File: config.mk
export PLATFORM = sky130hd
export DESIGN_NAME = arp_queue
export DESIGN_NICKNAME = d
export VERILOG_FILES = /design/src/sv/arp_pkg.sv /design/src/sv/arp_queue.sv
export SDC_FILE = /design/constraint.sdc
export NUM_CORES = 1
export LEC_CHECK = 0
export ABC_AREA = 1
export ABC_CLOCK_PERIOD_IN_PS = 2600
export BUFFER_PORTS_ARGS = -buffer_cell sky130_fd_sc_hd__buf_4
export CAP_MARGIN = 20
export CELL_PAD_IN_SITES_DETAIL_PLACEMENT = 1
export CELL_PAD_IN_SITES_GLOBAL_PLACEMENT = 1
export CORE_MARGIN = 1.5
export CORE_UTILIZATION = 30
export DETAILED_ROUTE_END_ITERATION = 10
export PLACE_DENSITY_LB_ADDON = 0.12
export SLEW_MARGIN = 20
export SYNTH_ARGS = -nofsm -noshare
export SYNTH_HDL_FRONTEND = slang
export SYNTH_SLANG_ARGS = --single-unit
File: constraint.sdc
create_clock -name clk_i -period 2.6 [get_ports clk_i]
set_input_delay 0 -clock clk_i [delete_from_list [all_inputs] [get_ports clk_i]]
set_output_delay 0 -clock clk_i [all_outputs]
set_load 0.02 [all_outputs]
File: src/sv/arp_pkg.sv
`default_nettype none
package arp_pkg;

  localparam int unsigned RingDepthDef = 16384;
  localparam int unsigned QueueDepth   = 4;
  localparam int unsigned QueueCntW    = $clog2(QueueDepth + 1);
  localparam int unsigned QueuePtrW    = $clog2(QueueDepth);

  localparam logic [10:0] PktSamplesRst = 11'd480;
  localparam logic [10:0] PktSamplesMax = 11'd1024;
  localparam logic [11:0] HdrLen        = 12'd8;

  localparam logic [7:0] Sync0Byte = 8'hAA;
  localparam logic [7:0] Sync1Byte = 8'h55;
  localparam logic [7:0] FlagsByte = 8'h00;

  localparam logic OpPush = 1'b0;
  localparam logic OpPull = 1'b1;

  typedef enum logic [2:0] {
    KIND_NONE,
    KIND_HDR,
    KIND_LOAD,
    KIND_MID,
    KIND_HIGH
  } arp_kind_e;

  typedef struct packed {
    arp_kind_e   kind;
    logic [7:0]  hdr_byte;
    logic [23:0] sample;
    logic        first;
    logic        last;
    logic        dropped;
    logic [14:0] fill;
  } arp_entry_t;

  typedef struct packed {
    logic [QueueCntW-1:0] count;
    logic                 not_empty;
  } arp_qstat_t;

endpackage
`default_nettype wire

File: src/sv/arp_queue.sv
`default_nettype none
module arp_queue (
  input  wire logic                clk_i,
  input  wire logic                rst_ni,
  input  wire logic                push_i,
  input  wire arp_pkg::arp_entry_t entry_i,
  input  wire logic                pop_i,
  output arp_pkg::arp_entry_t      entry_o,
  output arp_pkg::arp_qstat_t      qstat_o
);
  import arp_pkg::*;

  arp_entry_t           slot_q [QueueDepth];
  logic [QueuePtrW-1:0] wr_ptr_q, rd_ptr_q;
  logic [QueueCntW-1:0] cnt_q, cnt_d;
  logic                 do_pop;

  assign do_pop = pop_i & (cnt_q != '0);

  always_comb begin
    cnt_d = cnt_q;
    if (push_i && !do_pop) begin
      cnt_d = QueueCntW'(cnt_q + QueueCntW'(1));
    end else if (!push_i && do_pop) begin
      cnt_d = QueueCntW'(cnt_q - QueueCntW'(1));
    end
  end

  always_ff @(posedge clk_i) begin
    if (push_i) begin
      slot_q[wr_ptr_q] <= entry_i;
    end
  end

  always_ff @(posedge clk_i or negedge rst_ni) begin
    if (!rst_ni) begin
      wr_ptr_q <= '0;
      rd_ptr_q <= '0;
      cnt_q    <= '0;
    end else begin
      if (push_i) begin
        wr_ptr_q <= QueuePtrW'(wr_ptr_q + QueuePtrW'(1));
      end
      if (do_pop) begin
        rd_ptr_q <= QueuePtrW'(rd_ptr_q + QueuePtrW'(1));
      end
      cnt_q <= cnt_d;
    end
  end

  assign entry_o           = slot_q[rd_ptr_q];
  assign qstat_o.count     = cnt_q;
  assign qstat_o.not_empty = (cnt_q != '0);

endmodule
`default_nettype wire

==> out/summary.txt <==
share of layout cells above drive strength 1 -> 19.3%
IO buf count -> 113
Setup violations, final -> 0
run status -> completed
DRC Markers -> 0
antenna violations before repair -> 2
worst flop-to-flop path startpoint -> cnt_q[0]
router iterations before antenna repair -> 4
reg2reg end -> cnt_q[2]
Post-DP Area -> 10100 sq um
via-per-instance ratio -> 4.42
crit end category -> primary output
RePlAce Congestion -> 0.738
Hold WC Path Type -> in2reg
grt ovf -> 0
Max Slew Vio Count -> 0
Distinct cells, synth -> 18
later-pin clock latency in the skew report -> 0.51 ns
worst slew pin tran -> 0.732 ns
hold path depth -> 2
FP Rows -> 62
critical path class -> reg2out
syn_area_per_cell -> 13.0 sq um
slew margin rel. -> 51.2%
Design Area, Final -> 11400 sq um
post-CTS sizing -> 0
H-tree depth -> 1
Worst EP arrival -> 2.15 ns
Final min period -> 2.15 ns
root buffer cell -> clkbuf_16
die footprint -> 30200 sq um
# Max-Cap Violations -> 0
Power Density -> 1130 nW/um^2
clk buf depth -> 3
share of the clock period used by the worst path -> 82.6%
worst vdd ir -> 0.687 mV
sequential cell area fraction in the yosys report -> 74.6%
Vias -> 5528
final net count -> 912
syn nets -> 735
Initial Util -> 30.5%
Area growth syn-to-layout -> 29.9%
global router's overall resource usage -> 13.6%
drt total wl -> 20500 um
TritonCTS clock tree -> done
Yosys warning total -> 0
Core ar. -> 28700 sq um
DR iter-0 viols -> 211
clk sink count -> 219
Cells after Synth -> 672
TritonCTS Buffers -> 25
Seq cells post-synth -> 219
largest net degree at the start of global routing -> 56
Req. time, crit path -> 2.60 ns
DP HPWL -> 12700 um
Die Span Y -> 174 um
global-route wire length before repair -> 32100 um
Hold Crit Endpoint -> slot_q[0][52]
Top-Level Pins -> 114
setup TNS -> 0 ns
DR WL/cell -> 16.4 um
ANT nets after route -> 0
RSZ-0062 raised after global routing -> false
number of global-route vias before repair -> 5830
Hold Fails Final Rpt -> 0
most frequent cells in the layout -> edfxtp_1 (212), nand2_1 (179), buf_4 (123)
Setup crit start kind -> flip-flop
hold path start -> entry_i[52]
cell area after synthesis -> 8760 sq um
leakage power -> 4.57 nW
R2R depth -> 10
Reg clk slew, reported paths -> 0.06 ns
Fmax -> 466 MHz
Die Width -> 174 um
commonest non-fill, non-tap cell in the layout -> edfxtp_1
reg2reg setup slack -> 0.74 ns
clk_skew -> 0.00712 ns
worst-path fanout max -> 55
## timing repair
action,in CTS,in global routing
hold buffers,57,0
setup buffers,0,0
endpoints found under the setup margin,0,0
hold endpoints to repair,224,0
## state kept, by name (all words and copies together) (netlist names)
name	cells
wr_ptr_q	2
rd_ptr_q	2
slot_q	212
cnt_q	3
## worst max-delay path, cell delays in order, from the launching register on
cell and delay [ns]:
dfrtp_1 0.43, inv_6 0.34, buf_4 0.36, nand2_1 0.09, o211ai_1 0.09, nand2_1 0.12, buf_4 0.18
## stage by stage
stage / power [mW] / cells / setup slack, ns / util (%) / hold WS [ns]
after detailed placement: 9.94 / 1149 / 0.760 / 35.2 / -0.171
final: 12.9 / 1251 / 0.452 / 39.6 / 0.240
after global placement: 9.83 / 1149 / 0.840 / 35.2 / -0.177
after CTS: 13.1 / 1250 / 0.391 / 39.6 / 0.210
after global routing: 13.7 / 1251 / 0.275 / 39.6 / 0.229
after floorplan: 7.84 / 672 / 0.483 / - / -0.296
## logic make-up after synthesis
| group | share of synthesized area (%) |
|---|---|
| AO/OA/AOI/OAI | 9.14 |
| flip-flops | 74.6 |
| adder cells (fa/ha/maj) | 0.942 |
| AND/OR/NAND/NOR | 7.95 |
| buffers and inverters | 7.12 |
| XOR/XNOR | 0.200 |
## report_power, final
part           internal, mW  switching, mW
Sequential             4.62          0.190
Clock                  1.75           1.32
Combinational          1.76           3.24
Total                  8.13           4.74
## layer usage
layer / vias up / track usage, % / part of all wire (%)
met4: 2 / 3.38 / 2.0
li1: 2693 / - / -
met2: 106 / 24.1 / 49
met5: - / 0 / 0.059
met1: 2694 / 17.1 / 45
met3: 33 / 2.47 / 3.8
## layout make-up
class | instances | area (sq um)
Clock buffer | 29 | 641
Antenna cell | 1 | 2.50
Fill cell | 3071 | 17300
Sequential cell | 219 | 6540
Tap cell | 384 | 480
Timing Repair Buffer | 185 | 1590
Clock inverter | 15 | 70.1
Inverter | 119 | 452
Multi-Input combinational cell | 299 | 1600
## worst max-delay path by stage
stage / start / end / cells past startpoint
3_3_place_gp: cnt_q[0] / cnt_q[2] / 10
6_report: rd_ptr_q[0] / entry_o[11] / 6
2_1_floorplan: wr_ptr_q[0] / slot_q[2][0] / 4
5_1_grt: rd_ptr_q[0] / entry_o[48] / 6
3_5_place_dp: cnt_q[0] / cnt_q[2] / 10
4_1_cts: rd_ptr_q[0] / entry_o[11] / 6
## Yosys cell counts
cell | count | area [sq um]
edfxtp_1 | 212 | 6370
nand2_1 | 179 | 672
inv_1 | 117 | 439
o211ai_1 | 106 | 796
buf_2 | 22 | 110
clkbuf_1 | 10 | 37.5
dfrtp_1 | 7 | 175
ha_1 | 5 | 62.6
nand3_1 | 3 | 15.0
buf_6 | 2 | 22.5
inv_2 | 2 | 7.51
buf_4 | 1 | 7.51
fa_1 | 1 | 20.0
nand4_1 | 1 | 6.26
nor2_1 | 1 | 3.75
o21ai_0 | 1 | 5.00
xnor2_1 | 1 | 8.76
xor2_1 | 1 | 8.76
No activity file was read; power rests on OpenSTA's default activity.
