`src/sv/arp_pkg.sv`:
```
`default_nettype none
package arp_pkg;

  localparam int unsigned RingDepthDef = 16384;
  localparam int unsigned QueueDepth   = 4;
  localparam int unsigned QueueCntW    = $clog2(QueueDepth + 1);
  localparam int unsigned QueuePtrW    = $clog2(QueueDepth);

  localparam logic [10:0] PktSamplesRst = 11'd480;
  localparam logic [10:0] PktSamplesMax = 11'd1024;
  localparam logic [11:0] HdrLen        = 12'd8;

  localparam logic [7:0] Sync0Byte = 8'hAA;
  localparam logic [7:0] Sync1Byte = 8'h55;
  localparam logic [7:0] FlagsByte = 8'h00;

  localparam logic OpPush = 1'b0;
  localparam logic OpPull = 1'b1;

  typedef enum logic [2:0] {
    KIND_NONE,
    KIND_HDR,
    KIND_LOAD,
    KIND_MID,
    KIND_HIGH
  } arp_kind_e;

  typedef struct packed {
    arp_kind_e   kind;
    logic [7:0]  hdr_byte;
    logic [23:0] sample;
    logic        first;
    logic        last;
    logic        dropped;
    logic [14:0] fill;
  } arp_entry_t;

  typedef struct packed {
    logic [QueueCntW-1:0] count;
    logic                 not_empty;
  } arp_qstat_t;

endpackage
`default_nettype wire

```
`src/sv/arp_back.sv`:
```
`default_nettype none
module arp_back (
  input  wire logic                clk_i,
  input  wire logic                rst_ni,
  input  wire logic                avail_i,
  input  wire arp_pkg::arp_entry_t entry_i,
  output logic                     pop_o,
  output logic                     out_valid_o,
  input  wire logic                out_stall_i,
  output logic                     byte_valid_o,
  output logic [7:0]               data_byte_o,
  output logic                     packet_first_o,
  output logic                     packet_last_o,
  output logic                     sample_dropped_o,
  output logic [14:0]              fill_level_o
);
  import arp_pkg::*;

  logic        ovalid_q;
  logic [23:0] cur_q, cur_d;
  logic        bvalid_q, bvalid_d;
  logic [7:0]  byte_q, byte_d;
  logic        first_q, last_q, drop_q;
  logic [14:0] fill_q;

  assign pop_o = avail_i & (~ovalid_q | ~out_stall_i);

  always_comb begin
    cur_d    = cur_q;
    bvalid_d = 1'b1;
    byte_d   = 8'd0;
    case (entry_i.kind)
      KIND_HDR:  byte_d = entry_i.hdr_byte;
      KIND_LOAD: begin
        cur_d  = entry_i.sample;
        byte_d = entry_i.sample[7:0];
      end
      KIND_MID:  byte_d = cur_q[15:8];
      KIND_HIGH: byte_d = cur_q[23:16];
      default:   bvalid_d = 1'b0;
    endcase
  end

  always_ff @(posedge clk_i) begin
    if (pop_o) begin
      bvalid_q <= bvalid_d;
      byte_q   <= byte_d;
      first_q  <= entry_i.first;
      last_q   <= entry_i.last;
      drop_q   <= entry_i.dropped;
      fill_q   <= entry_i.fill;
    end
  end

  always_ff @(posedge clk_i or negedge rst_ni) begin
    if (!rst_ni) begin
      ovalid_q <= 1'b0;
      cur_q    <= '0;
    end else begin
      if (pop_o) begin
        ovalid_q <= 1'b1;
        cur_q    <= cur_d;
      end else if (!out_stall_i) begin
        ovalid_q <= 1'b0;
      end
    end
  end

  assign out_valid_o      = ovalid_q;
  assign byte_valid_o     = bvalid_q;
  assign data_byte_o      = byte_q;
  assign packet_first_o   = first_q;
  assign packet_last_o    = last_q;
  assign sample_dropped_o = drop_q;
  assign fill_level_o     = fill_q;

endmodule
`default_nettype wire

```
`config.mk`:
```
export PLATFORM = sky130hd
export DESIGN_NAME = arp_back
export DESIGN_NICKNAME = d
export VERILOG_FILES = /design/src/sv/arp_pkg.sv /design/src/sv/arp_back.sv
export SDC_FILE = /design/constraint.sdc
export NUM_CORES = 1
export LEC_CHECK = 0
export BUFFER_PORTS_ARGS = -buffer_cell sky130_fd_sc_hd__clkbuf_2
export CAP_MARGIN = 20
export CORE_MARGIN = 2
export CORE_UTILIZATION = 50
export CTS_BUF_LIST = sky130_fd_sc_hd__clkbuf_4 sky130_fd_sc_hd__clkbuf_8
export DETAILED_ROUTE_END_ITERATION = 16
export PLACE_DENSITY = 0.88
export SLEW_MARGIN = 30
export SYNTH_ARGS = -nofsm -noshare
export SYNTH_HDL_FRONTEND = slang
export SYNTH_SLANG_ARGS = --single-unit
```
`constraint.sdc`:
```
create_clock -name clk_i -period 5.1 [get_ports clk_i]
set_input_delay 0.255 -clock clk_i [delete_from_list [all_inputs] [get_ports clk_i]]
set_output_delay 0.255 -clock clk_i [all_outputs]
set_load 0.02 [all_outputs]
```
==> impl_metrics.ini, run 1 <==
[yosys]
yosys_most_used_dff = edfxtp_1
yosys_warnings = 0
synthesis.nets = 156
synth.distinct_cells = 18
ys_seq_area_frac = 0.700
synthesis.area_um2 = 1770
synth_edf_count = 27
async_reset_ff_frac = 0.386
syn_inst = 99
avgSynthCellArea_um2 = 17.8
ys_seq_elements = 44

[clock_network]
cts-root-buf = clkbuf_4
cts_buffer_depth = 2
clkLatencyLatePin_ps = 350
cts.sinks = 44
cts_resized = 0
cts.reportedPaths.clkPinSlew_ps = 130
cts_buffers = 5
h-tree-depth = 2
cts_tree = built

[sta]
setup_violations = 0
fmax_ghz = 0.476
maxSlewViolCount = 0
fin_crit_sh = 0.412
finalCriticalPeriod_ps = 2100
hold_violations = 0
rsz0062_at_grt = false
slew_headroom = 0.409
tns_ps = 0
worstMarginPinSlew_ps = 884
fin_worst_skew_ps = 5.62

[cells_and_area]
diodes = 0
drive_gt1_frac = 0.588
nets = 243
synthToLayoutAreaGrowth_pct = 30.0
fin_util = 0.683

[floorplanning]
die_w_um = 63.4
die_h_um = 63.4
ioPinCount = 86
coreArea_um2 = 3360
initial_utilization = 0.525
rows = 21
die-area_um2 = 4020

[routing]
drt_iter0_drc = 51
routedWlPerCell_um = 15.2
totalWireLength_mm = 3.55
dr.pass1.iters = 5
routed_via_density = 5.18
dr_total_vias = 1208
drc = 0
postRouteAntennaNets = 0

[worst_setup_path]
r2r-start = out_valid_o
reg2regPathDepth = 3
timing.critical_path.max_delay_family = compound AO/OA/AOI/OAI gates
criticalPathCategory = reg2reg
r2r_end = cur_q[17]
crit_slowest_cell = a21boi_4
cp-start-kind = register
worst-path-buf-inv = 0
max_stage_delay_ps = 720
arrival_ps = 2350
crit_chain = a21boi_4 -> nand3_4 -> mux2_4
worstPathMaxFanout = 29
crit_path_end_kind = register
ff2ff_setup_slack_ps = 3000
crit_required_ps = 5350

[power_and_ir_drop]
p_leak_nw = 1.09
p_per_area_nw_per_um2 = 347
sequentialPowerShare = 0.567
p_int_mw = 0.603
p_sw_mw = 0.195
clockPowerShare = 0.266
power_frac_comb = 0.167
sw_frac_of_total = 0.244
irDropWorstVdd_mv = 0.184

[placement]
hpwl_mm = 2.77
port_buffers = 85
gp_congestion = 0.804

[global_routing]
grt_pass1_wl_mm = 5.70
grt_start_max_net_pins = 30
overflow = 0
grt_pass1_vias = 1243
antenna_found_initial = 0
grt_use_total = 0.191

[worst_hold_path]
hold_start = entry_i[1]
holdPathEnd = fill_level_o[1]
whs_path_depth = 1
hold_class = in2reg

[job]
max-cap-violations = 0

[run_status]
status = finished, final reports clean
==> logic make-up (layout without fill, tap and decap cells) <==
family / count (synthesis) / in the layout / share of synthesized area
flip-flops: 44 / 44 / 0.700
XOR/XNOR: 1 / 1 / 0.00496
AO/OA/AOI/OAI: 18 / 18 / 0.0773
multiplexers: 24 / 24 / 0.169
buffers and inverters: 6 / 94 / 0.0241
AND/OR/NAND/NOR: 6 / 6 / 0.0248
==> worst reg2reg max path, cell delays in order (launching register included) <==
cell and delay (ps):
dfrtp_1 440, a21boi_4 720, nand3_4 420, mux2_4 420
==> how the worst max path moves through the flow <==
stage | startpoint | end | cells past startpoint
detailed placement | out_valid_o | cur_q[22] | 3
global route | out_valid_o | cur_q[22] | 3
CTS | out_valid_o | cur_q[22] | 3
global placement | out_valid_o | cur_q[18] | 3
finish | out_valid_o | cur_q[17] | 3
floorplan | out_valid_o | cur_q[13] | 4
==> final cells by class <==
type	count	area [um2]
clock buffer	5	37.5
clock inverter	3	42.5
tap	46	57.6
multi-input combinational	49	487
timing repair buffer	86	435
sequential	44	1240
fill	288	1070
==> stage by stage <==
step / hold WS (ps) / cell area, um2 / setup WS [ps] / power, mW / cells
4_1_cts: 52.1 / 2300 / 2950 / 0.807 / 233
3_5_place_dp: 210 / 2210 / 2990 / 0.594 / 224
2_1_floorplan: -40.6 / 1770 / 3080 / 0.541 / 99
3_3_place_gp: 196 / 2210 / 3080 / 0.585 / 224
5_1_grt: 32.0 / 2300 / 2800 / 0.837 / 233
6_report: 72.9 / 2300 / 3000 / 0.797 / 233
==> registers in the layout (all words and copies together), names as in the netlist <==
register,cells
cur_q,16
data_byte_o,8
fill_level_o,15
byte_valid_o,1
packet_last_o,1
out_valid_o,1
packet_first_o,1
sample_dropped_o,1
==> routing by layer <==
metal	track usage	share of wire	vias to the layer above
met5	0	0	-
met4	0.0815	0.026	0
met3	0.0804	0.12	12
met2	0.312	0.47	84
met1	0.222	0.38	558
li1	-	-	554
==> placed cells by master, fill, tap and decap left out, drive strengths merged <==
master,n
a22oi,8
a21o,1
mux2i,8
mux2,16
edfxtp,27
a21boi,1
o22ai,8
nand2b,1
clkinv,2
nor2,2
nand3,1
bufinv,1
xnor2,1
clkbuf,90
dfrtp,17
nor2b,2
dlygate4sd3,1
==> Yosys cell counts (2+ instances only) <==
| library cell | instances | area, um2 |
|---|---|---|
| a22oi_1 | 8 | 60.1 |
| buf_4 | 3 | 22.5 |
| dfrtp_1 | 17 | 425 |
| edfxtp_1 | 27 | 811 |
| mux2_2 | 6 | 67.6 |
| mux2_4 | 10 | 150 |
| mux2i_1 | 8 | 80.1 |
| nor2_1 | 2 | 7.51 |
| nor2b_1 | 2 | 12.5 |
| o22ai_1 | 8 | 50.1 |
==> power by group through the flow <==
| stage | combinational, mW | sequential (mW) | clock (mW) |
|---|---|---|---|
| finish | 0.133 | 0.453 | 0.212 |
| global route | 0.145 | 0.458 | 0.235 |
| CTS | 0.134 | 0.453 | 0.220 |
| detailed placement | 0.134 | 0.460 | 0 |
| global placement | 0.129 | 0.456 | 0 |
| floorplan | 0.0713 | 0.470 | 0 |
==> timing repair <==
| action | CTS | global route |
|---|---|---|
| hold buffers | 1 | 0 |
| setup buffers | 0 | 0 |
| endpoints found under the hold margin | 17 | 0 |
| endpoints found under the setup margin | 0 | 0 |
(Power assumes the default switching activity.)
==> inputs of run 2 (changes only) <==
--- a/config.mk
+++ b/config.mk
@@ -8,10 +8,10 @@
 export BUFFER_PORTS_ARGS = -buffer_cell sky130_fd_sc_hd__clkbuf_2
 export CAP_MARGIN = 20
 export CORE_MARGIN = 2
-export CORE_UTILIZATION = 50
+export CORE_UTILIZATION = 43
 export CTS_BUF_LIST = sky130_fd_sc_hd__clkbuf_4 sky130_fd_sc_hd__clkbuf_8
 export DETAILED_ROUTE_END_ITERATION = 16
-export PLACE_DENSITY = 0.88
+export PLACE_DENSITY = 0.8
 export SLEW_MARGIN = 30
 export SYNTH_ARGS = -nofsm -noshare
 export SYNTH_HDL_FRONTEND = slang
==> constraint.sdc (replaced) <==
create_clock -name clk_i -period 1.69 [get_ports clk_i]
set_input_delay 0.0845 -clock clk_i [delete_from_list [all_inputs] [get_ports clk_i]]
set_output_delay 0.0845 -clock clk_i [all_outputs]
set_load 0.02 [all_outputs]
==> impl_metrics.ini, run 2 (synthesis gave the netlist of run 1 again) <==
[cells_and_area]
top_register = cur_q
multi_input_area_um2 = 487
drive_gt1_frac = 0.548
nets = 264
fin_util = 0.639
largest_register_ffs = 16
regArea_um2 = 1240
n_fill_cell = 298
layout_common_cells = clkbuf_2 (85), edfxtp_1 (27), dlygate4sd3_1 (20), dfrtp_1 (16), mux2_4 (10)
layout_commonest_cell = clkbuf_2
synthToLayoutAreaGrowth_pct = 43.8
diodes = 0

[clock_network]
cts_buffers = 5
postCtsSetupRepairBufs = 0
h-tree-depth = 2
cts-root-buf = clkbuf_8
cts_buffer_depth = 2
cts.reportedPaths.clkPinSlew_ps = 70
cts_tree = built
clkLatencyLatePin_ps = 290
cts.sinks = 44

[global_routing]
grt_use_total = 0.164
overflow = 0
grt_pass1_vias = 1175
grt_pass1_wl_mm = 5.29
grt_start_max_net_pins = 29
antenna_found_initial = 0

[sta]
maxSlewViolCount = 0
finalCriticalPeriod_ps = 1590
fin_crit_sh = 0.938
fin_worst_skew_ps = 2.52
tns_ps = 0
worstMarginPinSlew_ps = 534
setup_violations = 0
slew_headroom = 0.644
fmax_ghz = 0.631
hold_violations = 0
fin_hold_ws_ps = 17.5
rsz0062_at_grt = false

[worst_setup_path]
worstPathMaxFanout = 28
crit_path_end_kind = output port
crit_top_cell = clkbuf_2
arrival_ps = 1500
max_stage_delay_ps = 520
crit_chain = dlygate4sd3_1 -> clkbuf_2 -> a21boi_4 -> buf_4 -> clkbuf_2
criticalPathCategory = in2out
crit_required_ps = 1610
cp-start-kind = input pin
crit_slowest_cell = dlygate4sd3_1

[floorplanning]
die-area_um2 = 4630
ioPinCount = 86
initial_utilization = 0.445
die_w_um = 68.1
rows = 23
coreArea_um2 = 3970
die_h_um = 68.1

[placement]
hpwl_mm = 2.81
port_buffers = 85
gp_congestion = 0.753

[power_and_ir_drop]
p_per_area_nw_per_um2 = 1020
irDropWorstVdd_mv = 0.578
p_leak_nw = 1.19

[routing]
routed_via_density = 4.86
drt_iter0_drc = 79
routedWlPerCell_um = 14.4
totalWireLength_mm = 3.72
dr_total_vias = 1254
postRouteAntennaNets = 0
drc = 0
dr.pass1.iters = 4

[worst_hold_path]
hold_class = in2reg

[run_status]
status = finished, final reports clean

[job]
max-cap-violations = 0
run 2: cell type report:
class                   instances  share of cell area
clock buffers                   6              0.0301
clock inverters                 2              0.0138
multi-input cells              49               0.192
flip-flops and latches         44               0.487
well taps                      50              0.0246
repair buffers                107               0.252
run 2: path summary, 6_finish.rpt:
check	from	end	slack (ps)	cells past startpoint
worst max register to register	out_valid_o	cur_q[20]	330	3
worst max-delay path	avail_i	pop_o	100	5
min in group asynchronous	rst_ni	cur_q[23]	260	2
worst min register to register	cur_q[8]	cur_q[8]	510	1
worst min-delay path	entry_i[33]	cur_q[15]	20	2
max in group asynchronous	rst_ni	out_valid_o	1110	2
run 2: layer usage:
layer  vias to the layer above  part of all wire  track usage  routed length [um]
met1                       570              0.42        0.203                1580
met4                         0             0.015       0.0675                  56
met5                         -                 0            0                   0
met3                         5              0.12       0.0641                 460
met2                        81              0.44        0.256                1630
li1                        598                 -            -                   -
run 2: power by group:
group | internal, mW | switching [mW] | leakage [nW]
Sequential | 1.29 | 0.0661 | 0.464
Clock | 0.454 | 0.333 | 0.0586
Combinational | 0.250 | 0.190 | 0.668
Total | 2.00 | 0.589 | 1.19
run 2: through the flow:
stage,std cells,cell area [um2],power [mW],worst slack [ps]
after floorplan,99,1770,1.63,-316
after global placement,230,2230,1.78,344
after detailed placement,230,2230,1.79,319
after CTS,258,2540,2.62,79.3
after global routing,258,2540,2.71,5.41
final,258,2540,2.59,104
run 2: critical path, delay by kind of cell:
kind	cells	cell delay (ps)
AO/OA/AOI/OAI	1	190
buffers and inverters	4	1220
run 2: timing repair:
item | CTS | global route
hold endpoints to repair | 36 | 0
hold buffers | 20 | 0
resized for setup | 0 | 0
==> inputs of run 3 (changes only) <==
--- a/config.mk
+++ b/config.mk
@@ -5,10 +5,11 @@
 export SDC_FILE = /design/constraint.sdc
 export NUM_CORES = 1
 export LEC_CHECK = 0
+export ABC_AREA = 1
 export BUFFER_PORTS_ARGS = -buffer_cell sky130_fd_sc_hd__clkbuf_2
 export CAP_MARGIN = 20
 export CORE_MARGIN = 2
-export CORE_UTILIZATION = 43
+export CORE_UTILIZATION = 44
 export CTS_BUF_LIST = sky130_fd_sc_hd__clkbuf_4 sky130_fd_sc_hd__clkbuf_8
 export DETAILED_ROUTE_END_ITERATION = 16
 export PLACE_DENSITY = 0.8
==> impl_metrics.ini, run 3 <==
[routing]
totalWireLength_mm = 4.86
routedWlPerCell_um = 13.5
drt_iter0_drc = 265
dr_total_vias = 1743
routed_via_density = 4.86
dr.pass1.iters = 4
postRouteAntennaNets = 0
dr_wl_met2_mm = 2.41
wl_met1_mm = 1.96
dr.max_layer_used = met4
drc = 0
met3_length_um = 422

[cells_and_area]
fin_util = 0.646
layout_common_cells = clkbuf_2 (85), nand2_1 (76), dlygate4sd3_1 (33), edfxtp_1 (27), nand4_1 (24)
drive_gt1_frac = 0.342
top_register = cur_q
final_area_um2 = 2800
diodes = 0
synthToLayoutAreaGrowth_pct = 43.1
largest_register_ffs = 16
nets = 363
layout_commonest_cell = clkbuf_2

[clock_network]
cts_tree = built
cts-root-buf = clkbuf_8
cts_resized = 0
cts.reportedPaths.clkPinSlew_ps = 80
cts.sinks = 44
cts_buffer_depth = 2
clkLatencyLatePin_ps = 300
cts_buffers = 5
postCtsSetupRepairBufs = 0
h-tree-depth = 2

[yosys]
synth_area_leaders = edfxtp_1 (42%), dfrtp_1 (22%), nand2_1 (15%)
yosys_most_used_dff = edfxtp_1
synth_top_area_frac = 0.415
synth_most_common_cell = nand2_1
ys_seq_elements = 44
synthesis.nets = 245
syn_inst = 188
yosys_warnings = 0
synth_edf_count = 27
netlist_top_cells_count = nand2_1 (76), edfxtp_1 (27), nand4_1 (24), dfrtp_1 (17), inv_1 (10)
ys_seq_area_frac = 0.633
synthesis.area_um2 = 1950
synth_top_area_cell = edfxtp_1
synth.distinct_cells = 18
async_reset_ff_frac = 0.386
avgSynthCellArea_um2 = 10.4

[floorplanning]
die-area_um2 = 4990
die_h_um = 70.6
rows = 24
initial_utilization = 0.452
coreArea_um2 = 4320
die_w_um = 70.6
ioPinCount = 86

[sta]
fin_worst_skew_ps = 7.62
worstMarginPinSlew_ps = 507
fin_crit_sh = 0.897
setup_violations = 0
tns_ps = 0
hold_violations = 0
fmax_ghz = 0.660
slew_headroom = 0.662
finalCriticalPeriod_ps = 1520
rsz0062_at_grt = false
maxSlewViolCount = 0

[global_routing]
grt_use_total = 0.207
grt_start_max_net_pins = 27
grt_pass1_wl_mm = 8.04
grt_pass1_vias = 1734
overflow = 0
antenna_found_initial = 0

[worst_setup_path]
criticalPathCategory = reg2out
arrival_ps = 1430
crit_chain = nand2_1 -> nand2_2 -> clkinvlp_4 -> buf_4 -> clkbuf_2
worstPathMaxFanout = 15
cp-start-kind = register
worst-path-buf-inv = 3
crit_required_ps = 1610
crit_slowest_cell = dfrtp_2
max_stage_delay_ps = 400
timing.critical_path.max_delay_family = buffers and inverters
crit_path_end_kind = output port

[placement]
gp_congestion = 0.779
hpwl_mm = 3.30
port_buffers = 85
placed_cell_area_um2 = 2380

[power_and_ir_drop]
p_per_area_nw_per_um2 = 866
irDropWorstVdd_mv = 0.606
p_leak_nw = 1.42

[worst_hold_path]
hold_class = in2reg

[job]
max-cap-violations = 0

[run_status]
status = finished, final reports clean
==> run 3: changes by cell type after synthesis, moves of 10 or more <==
cell,before,now
nand4_1,0,24
nand2_1,0,76
mux2_4,10,0
inv_1,0,10
==> run 3: cell type report <==
cell class              count  area (um2)
clock buffers               5        68.8
clock inverters             3        13.8
fillers                   370        1530
inverters                  21        92.6
multi-input cells         114         547
flip-flops and latches     44        1240
well taps                  52        65.1
repair buffers            120         771
==> run 3: worst paths after layout <==
kind	startpoint	to	slack, ps	cells after the start
worst max-delay path	out_valid_o	pop_o	170	5
worst min-delay path	entry_i[27]	cur_q[9]	10	3
worst max register to register	out_valid_o	cur_q[9]	350	7
worst min register to register	cur_q[17]	cur_q[17]	470	2
max in group asynchronous	rst_ni	out_valid_o	1120	2
min in group asynchronous	rst_ni	cur_q[20]	250	2
==> run 3: metrics by stage <==
step	hold slack [ps]	total power, mW	worst slack, ps	std cells
after floorplan	-211	1.60	24.3	188
after global placement	29.6	1.74	389	318
after detailed placement	37.8	1.76	344	318
after CTS	11.4	2.44	157	359
after global routing	22.7	2.54	71.3	359
final	10.8	2.42	174	359
==> run 3: cell families after synthesis <==
family | Yosys count | share of synthesized area
AO/OA/AOI/OAI | 1 | 0.00256
buffers and inverters | 30 | 0.0871
flip-flops | 44 | 0.633
AND/OR/NAND/NOR | 113 | 0.277
==> run 3: power by group <==
group | leakage (nW) | switching [mW] | internal, mW
logic | 0.901 | 0.256 | 0.190
clock network | 0.0453 | 0.341 | 0.280
registers | 0.474 | 0.0635 | 1.29
total | 1.42 | 0.660 | 1.76
==> run 3: repair_timing <==
action,4_1_cts,5_1_grt
setup endpoints to repair,0,0
endpoints found under the hold margin,49,0
hold buffers,33,0
==> run 3: worst reg2reg max path: stages (launching register included) <==
cell	delay [ps]
dfrtp_2	400
nand2_1	90
nand2_2	130
clkinvlp_4	100
buf_4	220
nand2_4	160
nand2_1	90
nand2_1	60
==> run 3: layer usage <==
metal  vias up  GRT usage
li1        858          -
met1       787      0.251
met2        91      0.360
met3         7     0.0584
met4         0     0.0650
met5         -          0
